[src/rtl/spq_pkg.sv]
// ----------------------------------------------------------------------------
// spq_pkg: shared types and constants of the stable priority queue
// Sizes, entry layout, operation codes, sequencer states and the control
// and status words passed between the sequencer and the datapath.
// ----------------------------------------------------------------------------
package spq_pkg;

	localparam int DEPTH         = 16;
	localparam int TAG_BITS      = 8;
	localparam int PRIORITY_BITS = 8;
	localparam int IDX_W         = $clog2(DEPTH);
	localparam int CNT_W         = $clog2(DEPTH + 1);

	// operation codes
	localparam logic FUNC_INSERT = 1'b0;
	localparam logic FUNC_REMOVE = 1'b1;

	typedef struct packed {
		logic [TAG_BITS-1:0]      tag;
		logic [PRIORITY_BITS-1:0] prio;
	} entry_t;

	localparam int ENTRY_W = $bits(entry_t);

	typedef enum logic [3:0] {
		ST_IDLE,
		ST_INS_RD,
		ST_INS_CMP,
		ST_INS_PUT,
		ST_REM_RD,
		ST_REM_CAP,
		ST_FRONT_RD,
		ST_FRONT_CAP,
		ST_DONE
	} state_t;

	typedef enum logic [1:0] {
		ADDR_IDX,
		ADDR_IDX_M1,
		ADDR_ZERO
	} addr_sel_t;

	typedef enum logic {
		WD_RDATA,
		WD_NEW
	} wdata_sel_t;

	// results of the shared compare and index unit
	typedef struct packed {
		logic [IDX_W-1:0] idx_m1;
		logic [IDX_W-1:0] idx_p1;
		logic             lower;
		logic             at_one;
		logic             at_zero;
		logic             last;
	} step_t;

	// datapath status seen by the sequencer
	typedef struct packed {
		logic accept;
		logic func;
		logic full;
		logic empty;
		logic out_free;
		step_t step;
	} status_t;

	// sequencer commands to the datapath
	typedef struct packed {
		logic       req_ready;
		logic       ram_re;
		logic       ram_we;
		addr_sel_t  addr_sel;
		wdata_sel_t wdata_sel;
		logic       idx_dec;
		logic       idx_inc;
		logic       cnt_inc;
		logic       cnt_dec;
		logic       cap_removed;
		logic       cap_front;
		logic       load_out;
	} ctrl_t;

endpackage

[src/rtl/spq_if.sv]
// ----------------------------------------------------------------------------
// spq_if: request and response channels of the stable priority queue
// Valid/ready channels; a word moves when valid and ready are both high.
// ----------------------------------------------------------------------------
interface spq_req_if import spq_pkg::*; ();
	logic                     valid;
	logic                     ready;
	logic                     func;
	logic [TAG_BITS-1:0]      entry_tag;
	logic [PRIORITY_BITS-1:0] entry_priority;

	modport source (output valid, func, entry_tag, entry_priority, input ready);
	modport sink   (input valid, func, entry_tag, entry_priority, output ready);
endinterface

interface spq_rsp_if import spq_pkg::*; ();
	logic                     valid;
	logic                     ready;
	logic                     removed_valid;
	logic [TAG_BITS-1:0]      removed_tag;
	logic [PRIORITY_BITS-1:0] removed_priority;
	logic                     queue_empty;
	logic [TAG_BITS-1:0]      front_tag;
	logic [PRIORITY_BITS-1:0] front_priority;
	logic [CNT_W-1:0]         entry_count;
	logic                     insert_dropped;

	modport source (output valid, removed_valid, removed_tag, removed_priority,
		queue_empty, front_tag, front_priority, entry_count, insert_dropped,
		input ready);
	modport sink   (input valid, removed_valid, removed_tag, removed_priority,
		queue_empty, front_tag, front_priority, entry_count, insert_dropped,
		output ready);
endinterface

[src/rtl/stable_priority_queue.sv]
// ----------------------------------------------------------------------------
// stable_priority_queue: bounded priority queue with stable ordering
// An insert takes longer the more entries it passes over and a remove the more
// entries are held; an insert on a full queue or a remove on an empty one
// goes straight to fetching the front. Words are handled one at a time, paced
// by the one-port-pair slot memory that is read and written once per entry moved.
// Reset: asynchronous, queue empty and idle; slot contents are not cleared.
// ----------------------------------------------------------------------------
module stable_priority_queue import spq_pkg::*; (
	input  logic         clk,
	input  logic         arst_n,
	spq_req_if.sink      req,
	spq_rsp_if.source    rsp
);

	ctrl_t   ctrl;
	status_t status;
	state_t  state;
	step_t   step;

	logic [CNT_W-1:0]         count_q;
	logic [IDX_W-1:0]         idx_q;
	logic [TAG_BITS-1:0]      tag_q;
	logic [PRIORITY_BITS-1:0] prio_q;
	logic                     rem_valid_q;
	entry_t                   removed_q;
	entry_t                   front_q;
	logic                     dropped_q;
	logic                     out_valid_q;

	logic                     accept;
	logic                     full;
	logic                     empty;
	logic [IDX_W-1:0]         ram_addr;
	entry_t                   ram_wdata;
	entry_t                   ram_rdata;
	logic [ENTRY_W-1:0]       ram_rdata_raw;

	assign accept = req.valid && req.ready;
	assign full   = count_q == CNT_W'(DEPTH);
	assign empty  = count_q == '0;

	assign req.ready = ctrl.req_ready;

	// shared compare and index unit
	spq_step u_step (
		.idx      (idx_q),
		.count    (count_q),
		.rd_prio  (ram_rdata.prio),
		.new_prio (prio_q),
		.step     (step)
	);

	// collect status for the sequencer
	always_comb begin
		status.accept   = accept;
		status.func     = req.func;
		status.full     = full;
		status.empty    = empty;
		status.out_free = !out_valid_q || rsp.ready;
		status.step     = step;
	end

	spq_fsm u_fsm (
		.clk    (clk),
		.arst_n (arst_n),
		.status (status),
		.ctrl   (ctrl),
		.state  (state)
	);

	// select slot address and write word
	always_comb begin
		unique case (ctrl.addr_sel)
			ADDR_IDX:    ram_addr = idx_q;
			ADDR_IDX_M1: ram_addr = step.idx_m1;
			ADDR_ZERO:   ram_addr = '0;
			default:     ram_addr = '0;
		endcase
		unique case (ctrl.wdata_sel)
			WD_RDATA: ram_wdata = ram_rdata;
			WD_NEW:   ram_wdata = '{tag: tag_q, prio: prio_q};
			default:  ram_wdata = ram_rdata;
		endcase
	end

	assign ram_rdata = entry_t'(ram_rdata_raw);

	spq_ram #(
		.WIDTH (ENTRY_W),
		.DEPTH (DEPTH)
	) u_slots (
		.clk   (clk),
		.we    (ctrl.ram_we),
		.waddr (ram_addr),
		.wdata (ram_wdata),
		.re    (ctrl.ram_re),
		.raddr (ram_addr),
		.rdata (ram_rdata_raw)
	);

	// hold count and slot index
	always_ff @(posedge clk or negedge arst_n) begin
		if (!arst_n) begin
			count_q <= '0;
			idx_q   <= '0;
		end else begin
			if (ctrl.cnt_inc)      count_q <= count_q + CNT_W'(1);
			else if (ctrl.cnt_dec) count_q <= count_q - CNT_W'(1);

			if (accept) begin
				// insert walks back from the tail, remove walks forward from the head
				if (req.func == FUNC_INSERT) idx_q <= count_q[IDX_W-1:0];
				else                         idx_q <= '0;
			end else if (ctrl.idx_dec) begin
				idx_q <= step.idx_m1;
			end else if (ctrl.idx_inc) begin
				idx_q <= step.idx_p1;
			end
		end
	end

	// latch the incoming word and collect result fields
	always_ff @(posedge clk) begin
		if (accept) begin
			tag_q       <= req.entry_tag;
			prio_q      <= req.entry_priority;
			rem_valid_q <= 1'b0;
			removed_q   <= '0;
			dropped_q   <= (req.func == FUNC_INSERT) && full;
		end
		if (ctrl.cap_removed) begin
			rem_valid_q <= 1'b1;
			removed_q   <= ram_rdata;
		end
		if (ctrl.cap_front) begin
			front_q <= empty ? '0 : ram_rdata;
		end
	end

	// response register: valid
	always_ff @(posedge clk or negedge arst_n) begin
		if (!arst_n) begin
			out_valid_q <= 1'b0;
		end else if (ctrl.load_out) begin
			out_valid_q <= 1'b1;
		end else if (rsp.ready) begin
			out_valid_q <= 1'b0;
		end
	end

	// response register: payload
	always_ff @(posedge clk) begin
		if (ctrl.load_out) begin
			rsp.removed_valid    <= rem_valid_q;
			rsp.removed_tag      <= removed_q.tag;
			rsp.removed_priority <= removed_q.prio;
			rsp.queue_empty      <= empty;
			rsp.front_tag        <= front_q.tag;
			rsp.front_priority   <= front_q.prio;
			rsp.entry_count      <= count_q;
			rsp.insert_dropped   <= dropped_q;
		end
	end

	assign rsp.valid = out_valid_q;

	// the count never passes the capacity
	a_count_bound: assert property (@(posedge clk) disable iff (!arst_n)
		count_q <= CNT_W'(DEPTH))
		else $error("entry count above capacity");

	// an insert into a full queue is refused and leaves the count alone
	a_drop_full: assert property (@(posedge clk) disable iff (!arst_n)
		(accept && req.func == FUNC_INSERT && full) |=> (dropped_q && full))
		else $error("insert on full queue not dropped");

	// the slot memory is never read and written in the same cycle
	a_ram_port: assert property (@(posedge clk) disable iff (!arst_n)
		!(ctrl.ram_we && ctrl.ram_re))
		else $error("slot memory read and write collide");

	// a word never reports both a removal and a dropped insert
	a_rsp_excl: assert property (@(posedge clk) disable iff (!arst_n)
		rsp.valid |-> !(rsp.removed_valid && rsp.insert_dropped))
		else $error("removal and drop in one word");

	// empty flag agrees with the count in every word
	a_rsp_empty: assert property (@(posedge clk) disable iff (!arst_n)
		rsp.valid |-> (rsp.queue_empty == (rsp.entry_count == '0)))
		else $error("empty flag disagrees with count");

	// no word is accepted while the sequencer is busy
	a_ready_idle: assert property (@(posedge clk) disable iff (!arst_n)
		req.ready |-> (state == ST_IDLE))
		else $error("ready outside idle");

endmodule

[src/rtl/spq_ram.sv]
// ----------------------------------------------------------------------------
// spq_ram: generic simple dual-port RAM
// One write port and one read port with registered read data.
// ----------------------------------------------------------------------------
module spq_ram #(
	parameter int WIDTH = 8,
	parameter int DEPTH = 16
) (
	input  logic                     clk,
	input  logic                     we,
	input  logic [$clog2(DEPTH)-1:0] waddr,
	input  logic [WIDTH-1:0]         wdata,
	input  logic                     re,
	input  logic [$clog2(DEPTH)-1:0] raddr,
	output logic [WIDTH-1:0]         rdata
);

	logic [WIDTH-1:0] mem_q [DEPTH];

	// write port
	always_ff @(posedge clk) begin
		if (we) begin
			mem_q[waddr] <= wdata;
		end
	end

	// registered read port
	always_ff @(posedge clk) begin
		if (re) begin
			rdata <= mem_q[raddr];
		end
	end

endmodule

[src/rtl/spq_step.sv]
// ----------------------------------------------------------------------------
// spq_step: shared compare and index unit
// Compares a stored priority against the new one and steps the slot index
// up or down; used by every iteration of insert and remove.
// ----------------------------------------------------------------------------
module spq_step import spq_pkg::*; (
	input  logic [IDX_W-1:0]         idx,
	input  logic [CNT_W-1:0]         count,
	input  logic [PRIORITY_BITS-1:0] rd_prio,
	input  logic [PRIORITY_BITS-1:0] new_prio,
	output step_t                    step
);

	logic [CNT_W-1:0] idx_ext;
	logic [CNT_W-1:0] idx_next;

	assign idx_ext  = CNT_W'(idx);
	assign idx_next = idx_ext + CNT_W'(1);

	// step the index and compare
	always_comb begin
		step.idx_m1  = idx - IDX_W'(1);
		step.idx_p1  = idx_next[IDX_W-1:0];
		// strictly lower priority moves back, equal keeps its place
		step.lower   = rd_prio < new_prio;
		step.at_one  = idx == IDX_W'(1);
		step.at_zero = idx == '0;
		step.last    = idx_next == count;
	end

endmodule

[src/rtl/spq_fsm.sv]
// ----------------------------------------------------------------------------
// spq_fsm: sequencer of the stable priority queue
// Walks the slot memory one entry per read/write pair for insert and
// remove, then fetches the new front and hands the result word over.
// ----------------------------------------------------------------------------
module spq_fsm import spq_pkg::*; (
	input  logic    clk,
	input  logic    arst_n,
	input  status_t status,
	output ctrl_t   ctrl,
	output state_t  state
);

	state_t state_q;
	state_t state_next;

	assign state = state_q;

	// advance state
	always_ff @(posedge clk or negedge arst_n) begin
		if (!arst_n) begin
			state_q <= ST_IDLE;
		end else begin
			state_q <= state_next;
		end
	end

	// next state
	always_comb begin
		state_next = state_q;
		unique case (state_q)
			ST_IDLE: begin
				if (status.accept) begin
					if (status.func == FUNC_INSERT) begin
						if (status.full)       state_next = ST_FRONT_RD;
						else if (status.empty) state_next = ST_INS_PUT;
						else                   state_next = ST_INS_RD;
					end else begin
						if (status.empty) state_next = ST_FRONT_RD;
						else              state_next = ST_REM_RD;
					end
				end
			end
			ST_INS_RD: state_next = ST_INS_CMP;
			ST_INS_CMP: begin
				if (status.step.lower && !status.step.at_one) state_next = ST_INS_RD;
				else                                          state_next = ST_INS_PUT;
			end
			ST_INS_PUT: state_next = ST_FRONT_RD;
			ST_REM_RD: state_next = ST_REM_CAP;
			ST_REM_CAP: begin
				if (status.step.last) state_next = ST_FRONT_RD;
				else                  state_next = ST_REM_RD;
			end
			ST_FRONT_RD: state_next = ST_FRONT_CAP;
			ST_FRONT_CAP: state_next = ST_DONE;
			ST_DONE: begin
				if (status.out_free) state_next = ST_IDLE;
			end
			default: state_next = ST_IDLE;
		endcase
	end

	// drive datapath commands
	always_comb begin
		ctrl = '0;
		ctrl.addr_sel  = ADDR_IDX;
		ctrl.wdata_sel = WD_RDATA;
		unique case (state_q)
			ST_IDLE: ctrl.req_ready = 1'b1;
			ST_INS_RD: begin
				ctrl.ram_re   = 1'b1;
				ctrl.addr_sel = ADDR_IDX_M1;
			end
			ST_INS_CMP: begin
				// move the lower entry one slot back
				if (status.step.lower) begin
					ctrl.ram_we  = 1'b1;
					ctrl.idx_dec = 1'b1;
				end
			end
			ST_INS_PUT: begin
				ctrl.ram_we    = 1'b1;
				ctrl.wdata_sel = WD_NEW;
				ctrl.cnt_inc   = 1'b1;
			end
			ST_REM_RD: ctrl.ram_re = 1'b1;
			ST_REM_CAP: begin
				// slot zero leaves, every later one moves forward
				if (status.step.at_zero) begin
					ctrl.cap_removed = 1'b1;
				end else begin
					ctrl.ram_we   = 1'b1;
					ctrl.addr_sel = ADDR_IDX_M1;
				end
				if (status.step.last) ctrl.cnt_dec = 1'b1;
				else                  ctrl.idx_inc = 1'b1;
			end
			ST_FRONT_RD: begin
				ctrl.ram_re   = 1'b1;
				ctrl.addr_sel = ADDR_ZERO;
			end
			ST_FRONT_CAP: ctrl.cap_front = 1'b1;
			ST_DONE: ctrl.load_out = status.out_free;
			default: ctrl = '0;
		endcase
	end

endmodule
[src/flat_wrapper.sv]
// flat-port wrapper written by rule: the top's interface ports become plain ports
module stable_priority_queue_flat import spq_pkg::*;
  (clk, arst_n, req_valid, req_func, req_entry_tag, req_entry_priority, req_ready, rsp_valid, rsp_removed_valid, rsp_removed_tag, rsp_removed_priority, rsp_queue_empty, rsp_front_tag, rsp_front_priority, rsp_entry_count, rsp_insert_dropped, rsp_ready);
  spq_req_if req_i ();
  spq_rsp_if rsp_i ();
  input  logic clk;
  input  logic arst_n;
  input wire logic [$bits(req_i.valid)-1:0] req_valid;
  input wire logic [$bits(req_i.func)-1:0] req_func;
  input wire logic [$bits(req_i.entry_tag)-1:0] req_entry_tag;
  input wire logic [$bits(req_i.entry_priority)-1:0] req_entry_priority;
  output wire logic [$bits(req_i.ready)-1:0] req_ready;
  output wire logic [$bits(rsp_i.valid)-1:0] rsp_valid;
  output wire logic [$bits(rsp_i.removed_valid)-1:0] rsp_removed_valid;
  output wire logic [$bits(rsp_i.removed_tag)-1:0] rsp_removed_tag;
  output wire logic [$bits(rsp_i.removed_priority)-1:0] rsp_removed_priority;
  output wire logic [$bits(rsp_i.queue_empty)-1:0] rsp_queue_empty;
  output wire logic [$bits(rsp_i.front_tag)-1:0] rsp_front_tag;
  output wire logic [$bits(rsp_i.front_priority)-1:0] rsp_front_priority;
  output wire logic [$bits(rsp_i.entry_count)-1:0] rsp_entry_count;
  output wire logic [$bits(rsp_i.insert_dropped)-1:0] rsp_insert_dropped;
  input wire logic [$bits(rsp_i.ready)-1:0] rsp_ready;
  assign req_i.valid = req_valid;
  assign req_i.func = req_func;
  assign req_i.entry_tag = req_entry_tag;
  assign req_i.entry_priority = req_entry_priority;
  assign req_ready = req_i.ready;
  assign rsp_valid = rsp_i.valid;
  assign rsp_removed_valid = rsp_i.removed_valid;
  assign rsp_removed_tag = rsp_i.removed_tag;
  assign rsp_removed_priority = rsp_i.removed_priority;
  assign rsp_queue_empty = rsp_i.queue_empty;
  assign rsp_front_tag = rsp_i.front_tag;
  assign rsp_front_priority = rsp_i.front_priority;
  assign rsp_entry_count = rsp_i.entry_count;
  assign rsp_insert_dropped = rsp_i.insert_dropped;
  assign rsp_i.ready = rsp_ready;
  stable_priority_queue u_core (.clk(clk), .arst_n(arst_n), .req(req_i), .rsp(rsp_i));
endmodule
[config.mk]
export PLATFORM = sky130hd
export DESIGN_NAME = stable_priority_queue_flat
export DESIGN_NICKNAME = d
export VERILOG_FILES = /design/src/rtl/spq_pkg.sv /design/src/rtl/spq_if.sv /design/src/rtl/stable_priority_queue.sv /design/src/rtl/spq_ram.sv /design/src/rtl/spq_step.sv /design/src/rtl/spq_fsm.sv /design/src/flat_wrapper.sv
export SDC_FILE = /design/constraint.sdc
export NUM_CORES = 1
export LEC_CHECK = 0
export BUFFER_PORTS_ARGS = -buffer_cell sky130_fd_sc_hd__buf_2
export CAP_MARGIN = 0
export CORE_MARGIN = 2
export CORE_UTILIZATION = 30
export CTS_BUF_LIST = sky130_fd_sc_hd__clkbuf_8
export DETAILED_ROUTE_END_ITERATION = 10
export PLACE_DENSITY = 0.49
export SETUP_SLACK_MARGIN = 0.4
export SLEW_MARGIN = 40
export SYNTH_ARGS = -nofsm -noshare
export SYNTH_HDL_FRONTEND = slang
export SYNTH_SLANG_ARGS = --single-unit
export TNS_END_PERCENT = 100
[constraint.sdc]
create_clock -name clk -period 12.5 [get_ports clk]
set_clock_uncertainty 0.05 [all_clocks]
set_input_delay 0.625 -clock clk [delete_from_list [all_inputs] [get_ports clk]]
set_output_delay 0.625 -clock clk [all_outputs]
set_load 0.01 [all_outputs]
==> tab_implementation.tex, run 1 <==
\begin{tabular}{lr}
\hline
Metric & Value \\
\hline
\multicolumn{2}{l}{\textbf{Run status}} \\
\quad Outcome & completed \\
\multicolumn{2}{l}{\textbf{Critical path}} \\
\quad Setup slack of the most critical reg-to-reg path & 7330 ps \\
\quad Cells on worst reg2reg path & 9 \\
\quad Startpoint type of the worst setup path & flip-flop \\
\quad Reg-to-reg endpoint & u\_core.u\_slots.mem\_q[1][2] \\
\quad CP Capture Type & flip-flop \\
\quad Classification of the worst setup path & reg -> reg \\
\quad Startpoint of the worst-slack reg-to-reg timing path & u\_core.idx\_q[1] \\
\quad Arrival time of data at the critical path endpoint & 5350 ps \\
\quad Data required time of the critical path & 12680 ps \\
\quad CP max FO & 51 \\
\multicolumn{2}{l}{\textbf{Yosys}} \\
\quad Netlist area before placement & between 0.015 and 0.02 mm\^{}2 \\
\quad \#FFs+latches synth & 376 \\
\quad Average size of a mapped cell & approximately 13 um\^{}2 \\
\quad Fraction of synthesis flops using an asynchronous set or reset pin & between 3 and 4\% \\
\quad Sequential cell area fraction in the yosys report & slightly below 70\% \\
\quad Unique masters post-synth & 65 \\
\quad Syn\_nets & 1290 \\
\quad EDFF count, synth & 361 \\
\quad Post-synthesis cell count & 1255 \\
\quad Leading register cell type out of synthesis & edfxtp\_1 \\
\quad Synth warnings & 0 \\
\multicolumn{2}{l}{\textbf{Floorplanning}} \\
\quad Count of standard-cell rows & 85 \\
\quad Total I/O pin count & between 60 and 70 \\
\quad Core Box Area & 0.05381 mm\^{}2 \\
\quad Die area & approximately 0.056 mm\^{}2 \\
\quad Die height & 237.1 um \\
\quad Horizontal extent of the die & 237.1 um \\
\quad Initial Utilization & between 30\% and 40\% \\
\multicolumn{2}{l}{\textbf{Cells and area}} \\
\quad Area growth, synth to finish & 14.44\% \\
\quad Nets@finish & 1343 \\
\quad Area of all placed cells without fillers & 0.01866 mm\^{}2 \\
\quad Final-layout fill cell count & 5214 \\
\quad Layout cell share with drive strength beyond 1 & about 16\% \\
\multicolumn{2}{l}{\textbf{Placement}} \\
\quad Setup Slack @ Placement & 7118 ps \\
\quad Placed wire-length estimate after detailed placement & 28920 um \\
\quad Placer Congestion & 0.8329 \\
\quad Number of buffers added on ports & between 60 and 70 \\
\quad Dpl cell area & 0.01738 mm\^{}2 \\
\multicolumn{2}{l}{\textbf{Global route}} \\
\quad Global-route congestion overflow total & 0 \\
\quad Total GRT Usage & 16.66\% \\
\quad GR Util met1 & 22.19\% \\
\quad Vias in the first global route & 10352 \\
\quad Grt met2 use & between 20\% and 30\% \\
\quad Global routing's busiest layer & met2 \\
\quad Wire length of the first global-routing pass & a little under 70000 um \\
\quad Antenna violations before repair & 3 \\
\quad Largest net degree at the start of global routing & 99 \\
\quad Met3 Usage GRT & approximately 4.4\% \\
\multicolumn{2}{l}{\textbf{STA}} \\
\quad FMAX & 0.1933 GHz \\
\quad Final Max Tran Viols & 0 \\
\quad Final Hold Vio Count & 0 \\
\quad Period utilisation layout & between 40\% and 50\% \\
\quad Final critical-path required period & 5173 ps \\
\quad Final-report setup violation count & 0 \\
\quad Measured slew at the worst slew-check pin & $\sim$840 ps \\
\quad Final WS setup & $\sim$7300 ps \\
\quad Summed negative setup slack over all endpoints & 0 ps \\
\quad Hold WS & 130.3 ps \\
\quad Headroom to the max-slew limit & 44.06\% \\
\quad Setup repair after global routing missed its margin & false \\
\multicolumn{2}{l}{\textbf{Detailed routing}} \\
\quad Pre-antenna DRT Iters & 6 \\
\quad DR WL/cell & 23.11 um \\
\quad Number of remaining DRC errors & 0 \\
\quad Number of violations reported at the end of detailed-routing iteration 0 & 1519 \\
\quad Total Routed Length & about 47000 um \\
\quad Drt via density & around 5.3 \\
\quad Post-route antenna net violation count & 0 \\
\quad Via total after detailed routing & between 10000 and 15000 \\
\multicolumn{2}{l}{\textbf{Clocking}} \\
\quad Setup repair bufs after CTS & 0 \\
\quad Post-cts resize count & 0 \\
\quad Clock Tree Buf Depth & 3 \\
\quad Clock transition at path regs & 60 ps \\
\quad TritonCTS Sinks & 376 \\
\quad Clock network latency to the later pin of the worst-skew pair & approximately 630 ps \\
\quad CTS tree & done \\
\quad Cell chosen for the clock root & clkbuf\_8 \\
\quad CTS Hold Bufs & 1 \\
\quad Maximum level of the CTS H-tree & 3 \\
\quad CTS buffer count & 67 \\
\multicolumn{2}{l}{\textbf{Min path}} \\
\quad Worst min-delay path category & in -> reg \\
\quad Worst min-delay path endpoint & u\_core.tag\_q[5] \\
\quad Hold Path Cell Cnt & 1 \\
\quad Min-delay src & req\_entry\_tag[5] \\
\multicolumn{2}{l}{\textbf{Power and ir drop}} \\
\quad Pleak & 6.365 nW \\
\quad Total Power & 5.348 mW \\
\quad PD cells & 286.6 mW/mm\^{}2 \\
\quad IR drop worst, VDD & 0.1508 mV \\
\multicolumn{2}{l}{\textbf{Job}} \\
\quad Max-Cap Viols & 0 \\
\hline
\end{tabular}
## metrics by stage
stage | instances | utilization (%)
after floorplan | 1255 | -
after global placement | 1930 | 32.16
after detailed placement | 1931 | 32.30
after global routing | 2053 | 34.67
after CTS | 2050 | 34.54
final | 2054 | 34.68
## report_power, final
group,switching (mW),internal [mW]
sequential,0.169,1.78
combinational,1.68,0.677
clock,0.501,0.539
## flip-flops by register name, indices dropped and copies added, names as in the netlist, 4 cells and up
register,cells
u_core.count_q,5
u_core.front_q,16
u_core.idx_q,4
u_core.prio_q,8
u_core.removed_q,16
u_core.rsp.entry_count,5
u_core.rsp.front_priority,8
u_core.rsp.front_tag,8
u_core.rsp.removed_priority,8
u_core.rsp.removed_tag,8
u_core.tag_q,8
u_core.u_fsm.state,4
u_core.u_slots.mem_q,256
u_core.u_slots.rdata,16
## worst max-delay path: stages, from the launching register on
cell and delay (ps):
dfrtp_2 580, inv_1 180, ha_1 420, nand4bb_4 450
a21oi_4 280, buf_4 540, a21o_2 460, buf_4 530
nand3_1 460, nor2_2 770
## cell usage after synthesis, drive strengths merged, types with 9 or more instances
cell    number  area, um^2
a21oi      129       649.4
a221oi      50       437.9
a22oi       16       120.1
a311oi      16       140.1
a32o        47       470.5
and3        17       106.4
buf         39       183.9
clkbuf      61       229.0
dfrtp       14       350.3
edfxtp     361       10840
ha          13       162.7
inv         30       112.6
mux2        18       202.7
nand2      193       727.0
nand3       54       270.3
nor2        34       127.6
nor2b       19       118.9
o21ai       45       229.0
or4         16       120.1
xnor2        9       78.83
## routing by layer
metal / part of all wire [%] / up-vias
li1: - / 4959
met1: 42 / 5437
met2: 47 / 458
met3: 7.9 / 80
met4: 2.4 / 4
met5: 0.046 / -
## final cells by class
cell class	count	area (um^2)	share of cell area, %
Sequential cell	376	11210	60.08
Multi-Input combinational cell	749	4770	25.56
Clock buffer	70	963.4	5.163
Tap cell	696	870.8	4.666
Timing Repair Buffer	84	499.2	2.675
Clock inverter	48	231.5	1.240
Inverter	30	112.6	0.6034
Antenna cell	1	2.502	0.01341
## worst max-delay path by stage
stage	start	end	slack (ps)	cells after the start
finish	u_core.idx_q[1]	u_core.u_slots.mem_q[1][2]	7330	9
global route	u_core.idx_q[1]	u_core.u_slots.mem_q[1][2]	7060	9
CTS	u_core.idx_q[1]	u_core.u_slots.mem_q[14][5]	7080	8
detailed placement	u_core.idx_q[1]	u_core.u_slots.mem_q[10][11]	7120	8
global placement	u_core.idx_q[1]	u_core.u_slots.mem_q[1][11]	6630	9
floorplan	u_core.idx_q[0]	u_core.u_slots.mem_q[0][0]	8450	13
## cells by family (layout without fill, tap and decap cells)
logic type                 after synthesis  in the layout  synth area share [%]
other                                    0              1                     0
and+or+nand+nor                        369            369                 10.74
AOI/OAI and AO/OA                      335            335                 14.19
DFF                                    376            376                 68.75
muxes                                   19             19                 1.327
xor gates and xnor gates                12             12                0.6446
buffers and inverters                  130            232                 3.223
adders and majority gates               14             14                 1.120
## placed cells by master, fill, tap and decap left out, types with 18 or more instances in the layout
master    instances
a221oi_1         50
buf_2            62
mux2_2           18
o21ai_0          43
edfxtp_1        361
nor2b_1          19
nand2_1         192
clkbuf_8         70
nand3_1          54
nor2_1           21
a21oi_1         126
inv_1            49
a32o_1           47
Note: power is estimated with default switching activity, not from simulation.
==> run 2: changes to the inputs <==
Settings changed: ABC_AREA set to 1.
Clock period 12.5 ns to 5.1 ns, I/O delays scaled along.
==> run 2 against run 1 <==
Against the previous run:
- combinational power increased by 140%
- non-clock buffer count increased by 35
- wire length decreased by 13%
- core utilization increased by 0.80 points
- clock power increased by 140%
- sequential cell count unchanged
- largest cell class unchanged
- highest routed layer is now met4
==> tab_implementation.tex, run 2 <==
\begin{tabular}{lr}
\hline
Metric & Value \\
\hline
\multicolumn{2}{l}{\textbf{Run status}} \\
\quad Outcome & completed \\
\multicolumn{2}{l}{\textbf{Yosys}} \\
\quad Unique masters post-synth & 34 \\
\quad Leading register cell type out of synthesis & edfxtp\_1 \\
\quad Cell taking the most area after synthesis & edfxtp\_1 \\
\quad Synth warnings & 0 \\
\quad Average size of a mapped cell & 10.85 um\^{}2 \\
\quad Post-synthesis cell count & 1478 \\
\quad EDFF count, synth & 361 \\
\quad Post-synth top cells & nand2\_1 (625), edfxtp\_1 (361), nand3\_1 (166) \\
\quad \#FFs+latches synth & 376 \\
\quad Leading cell types by total area after synthesis & edfxtp\_1 (68\%), nand2\_1 (15\%), nand3\_1 (5.2\%) \\
\quad Netlist area before placement & 0.01604 mm\^{}2 \\
\quad Area fraction of the dominant cell type after synthesis & 67.59\% \\
\quad Most used standard cell by instance count after synthesis & nand2\_1 \\
\quad Fraction of synthesis flops using an asynchronous set or reset pin & 3.723\% \\
\quad Syn\_nets & between 1500 and 2000 \\
\quad Sequential cell area fraction in the yosys report & 69.90\% \\
\multicolumn{2}{l}{\textbf{Critical path}} \\
\quad Reg-to-reg endpoint & u\_core.u\_slots.mem\_q[9][10] \\
\quad Slowest cell on crit path & dfrtp\_1 \\
\quad Chain of cells forming the critical path & inv\_2, ha\_1, nand3\_2, nand2\_4, nand2\_4, nand2\_4, nand2\_4, buf\_4, nand3\_1, nor2\_1, buf\_4 \\
\quad Longest individual stage delay on the worst path & 510 ps \\
\quad Critical path origin & u\_core.idx\_q[0] \\
\quad Startpoint of the worst-slack reg-to-reg timing path & u\_core.idx\_q[0] \\
\quad Arrival time of data at the critical path endpoint & 3680 ps \\
\quad Data required time of the critical path & between 5000 and 6000 ps \\
\quad Cell with the most instances on the worst path & nand2\_4 \\
\quad Cells on worst reg2reg path & 11 \\
\quad CP Capture Type & flip-flop \\
\quad CP max FO & 47 \\
\quad Setup slack of the most critical reg-to-reg path & 1660 ps \\
\quad Classification of the worst setup path & reg -> reg \\
\quad Startpoint type of the worst setup path & flip-flop \\
\multicolumn{2}{l}{\textbf{Detailed routing}} \\
\quad Total Routed Length & approximately 41000 um \\
\quad Drt via density & 4.543 \\
\quad Pre-antenna DRT Iters & 5 \\
\quad Number of violations reported at the end of detailed-routing iteration 0 & 869 \\
\quad DR WL/cell & roughly 18 um \\
\quad Via total after detailed routing & 10616 \\
\quad Number of remaining DRC errors & 0 \\
\quad Post-route antenna net violation count & 0 \\
\multicolumn{2}{l}{\textbf{Power and ir drop}} \\
\quad Pleak & around 7.7 nW \\
\quad Clock group share of total power & 19.6\% \\
\quad Share of power burned in combinational logic & 44.3\% \\
\quad Internal power contribution & about 7.2 mW \\
\quad Switching share of total power & 44.18\% \\
\quad Total Power & $\sim$13 mW \\
\quad PD cells & 687.6 mW/mm\^{}2 \\
\quad IR drop worst, VDD & 0.5954 mV \\
\quad Reg power frac & 36.1\% \\
\quad Net switching power & 5.686 mW \\
\multicolumn{2}{l}{\textbf{Clocking}} \\
\quad Cell chosen for the clock root & clkbuf\_8 \\
\quad Maximum level of the CTS H-tree & 3 \\
\quad Clock Tree Buf Depth & 3 \\
\quad Clock transition at path regs & roughly 60 ps \\
\quad CTS buffer count & 68 \\
\quad CTS tree & done \\
\quad TritonCTS Sinks & about 380 \\
\quad Clock network latency to the later pin of the worst-skew pair & 620 ps \\
\quad Post-cts resize count & 0 \\
\quad Setup repair bufs after CTS & 0 \\
\multicolumn{2}{l}{\textbf{Floorplanning}} \\
\quad Die area & 0.05533 mm\^{}2 \\
\quad Total I/O pin count & 63 \\
\quad Initial Utilization & between 30\% and 40\% \\
\quad Horizontal extent of the die & 235.2 um \\
\quad Count of standard-cell rows & 84 \\
\quad Die height & 235.2 um \\
\quad Core Box Area & 0.05276 mm\^{}2 \\
\multicolumn{2}{l}{\textbf{Cells and area}} \\
\quad Largest register FFs & 256 \\
\quad Layout cell share with drive strength beyond 1 & a little over an eighth \\
\quad Nets@finish & 1635 \\
\quad Most common cell after layout, fill and taps aside & nand2\_1 \\
\quad Register with the most flip-flops & u\_core.u\_slots.mem\_q \\
\quad Area growth, synth to finish & 16.69\% \\
\quad Commonest cells after routing, fill and taps aside & nand2\_1 (623), edfxtp\_1 (361), nand3\_1 (166) \\
\quad Count of non-filler cells in the finished layout & around 2300 \\
\multicolumn{2}{l}{\textbf{Placement}} \\
\quad Number of buffers added on ports & 62 \\
\quad Number of placed instances, taps included & 2195 \\
\quad Placed wire-length estimate after detailed placement & 25900 um \\
\quad Placer Congestion & 0.8012 \\
\multicolumn{2}{l}{\textbf{Min path}} \\
\quad Min-delay src & req\_entry\_tag[2] \\
\quad Worst min-delay path endpoint & u\_core.tag\_q[2] \\
\quad Worst min-delay path category & in -> reg \\
\quad Hold Path Cell Cnt & 2 \\
\multicolumn{2}{l}{\textbf{Job}} \\
\quad Max-Cap Viols & 0 \\
\multicolumn{2}{l}{\textbf{STA}} \\
\quad Final-report setup violation count & 0 \\
\quad Summed negative setup slack over all endpoints & 0 ps \\
\quad Final critical-path required period & 3438 ps \\
\quad Headroom to the max-slew limit & 46.59\% \\
\quad FMAX & a little under 0.3 GHz \\
\quad Measured slew at the worst slew-check pin & 800.3 ps \\
\quad Setup repair after global routing missed its margin & false \\
\quad Final Hold Vio Count & 0 \\
\quad Final Max Tran Viols & 0 \\
\quad Period utilisation layout & 67.41\% \\
\multicolumn{2}{l}{\textbf{Global route}} \\
\quad Vias in the first global route & 10765 \\
\quad Total GRT Usage & 15.01\% \\
\quad Antenna violations before repair & 1 \\
\quad Global-route congestion overflow total & 0 \\
\quad Largest net degree at the start of global routing & between 100 and 150 \\
\quad Wire length of the first global-routing pass & approximately 64000 um \\
\hline
\end{tabular}
run 2: how the worst max path moves through the flow:
stage | slack, ps | cells past startpoint | to
detailed placement | 1640 | 11 | u_core.u_slots.mem_q[9][9]
global placement | 1750 | 11 | u_core.u_slots.mem_q[9][8]
floorplan | 2150 | 10 | u_core.u_slots.mem_q[10][0]
finish | 1660 | 11 | u_core.u_slots.mem_q[9][10]
CTS | 1610 | 11 | u_core.u_slots.mem_q[9][3]
global route | 1340 | 11 | u_core.u_slots.mem_q[9][3]
run 2: what timing repair did:
item,CTS,global route
endpoints found under the hold margin,37,0
setup endpoints to repair,0,0
hold buffers,22,0
run 2: critical path: cells and delay by family, from the launching register on:
kind | cells | cell delay (ps)
buf+inv | 3 | 840
simple gates | 7 | 1450
flops | 1 | 510
fa+ha+maj | 1 | 270
run 2: logic make-up after synthesis:
logic type,share of synthesized area [%]
XOR/XNOR,0.5461
flip-flops,69.90
AND/OR/NAND/NOR,22.23
buffers and inverters,4.610
AO/OA/AOI/OAI,1.576
adder cells (fa/ha/maj),1.139
run 2: area by class of cell:
| class | count | area [um^2] |
|---|---|---|
| inverters | 104 | 391.6 |
| clock buffers | 71 | 977.2 |
| flip-flops and latches | 376 | 11210 |
| fillers | 5330 | 34040 |
| diodes | 2 | 5.005 |
| repair buffers | 119 | 813.3 |
| multi-input cells | 931 | 4257 |
| well taps | 688 | 860.8 |
| clock inverters | 46 | 201.4 |
run 2: through the flow:
stage / hold slack [ps] / instance area (um^2) / worst slack [ps] / util (%)
after CTS: 231.0 / 18700 / 1611 / 35.45
after global placement: 133.3 / 17200 / 1751 / 32.59
after detailed placement: 136.8 / 17300 / 1639 / 32.80
after floorplan: -90.59 / 16040 / 2152 / -
after global routing: 272.5 / 18710 / 1345 / 35.47
final: 299.1 / 18720 / 1662 / 35.47
run 2: per-layer routing:
layer / GRT usage [%] / wire (um) / vias up
met2: 23.02 / 18300 / 324
met3: 3.107 / 2376 / 72
met4: 5.675 / 1145 / 0
li1: - / - / 5188
met1: 20.95 / 19550 / 5032
met5: 0 / 0 / -
run 2: power by group through the flow:
stage	logic (mW)	clock network, mW	registers, mW
after detailed placement	5.71	0	4.72
after CTS	5.74	2.61	4.66
after floorplan	3.83	0	4.61
after global placement	5.66	0	4.72
final	5.69	2.52	4.65
after global routing	6.43	2.73	4.70
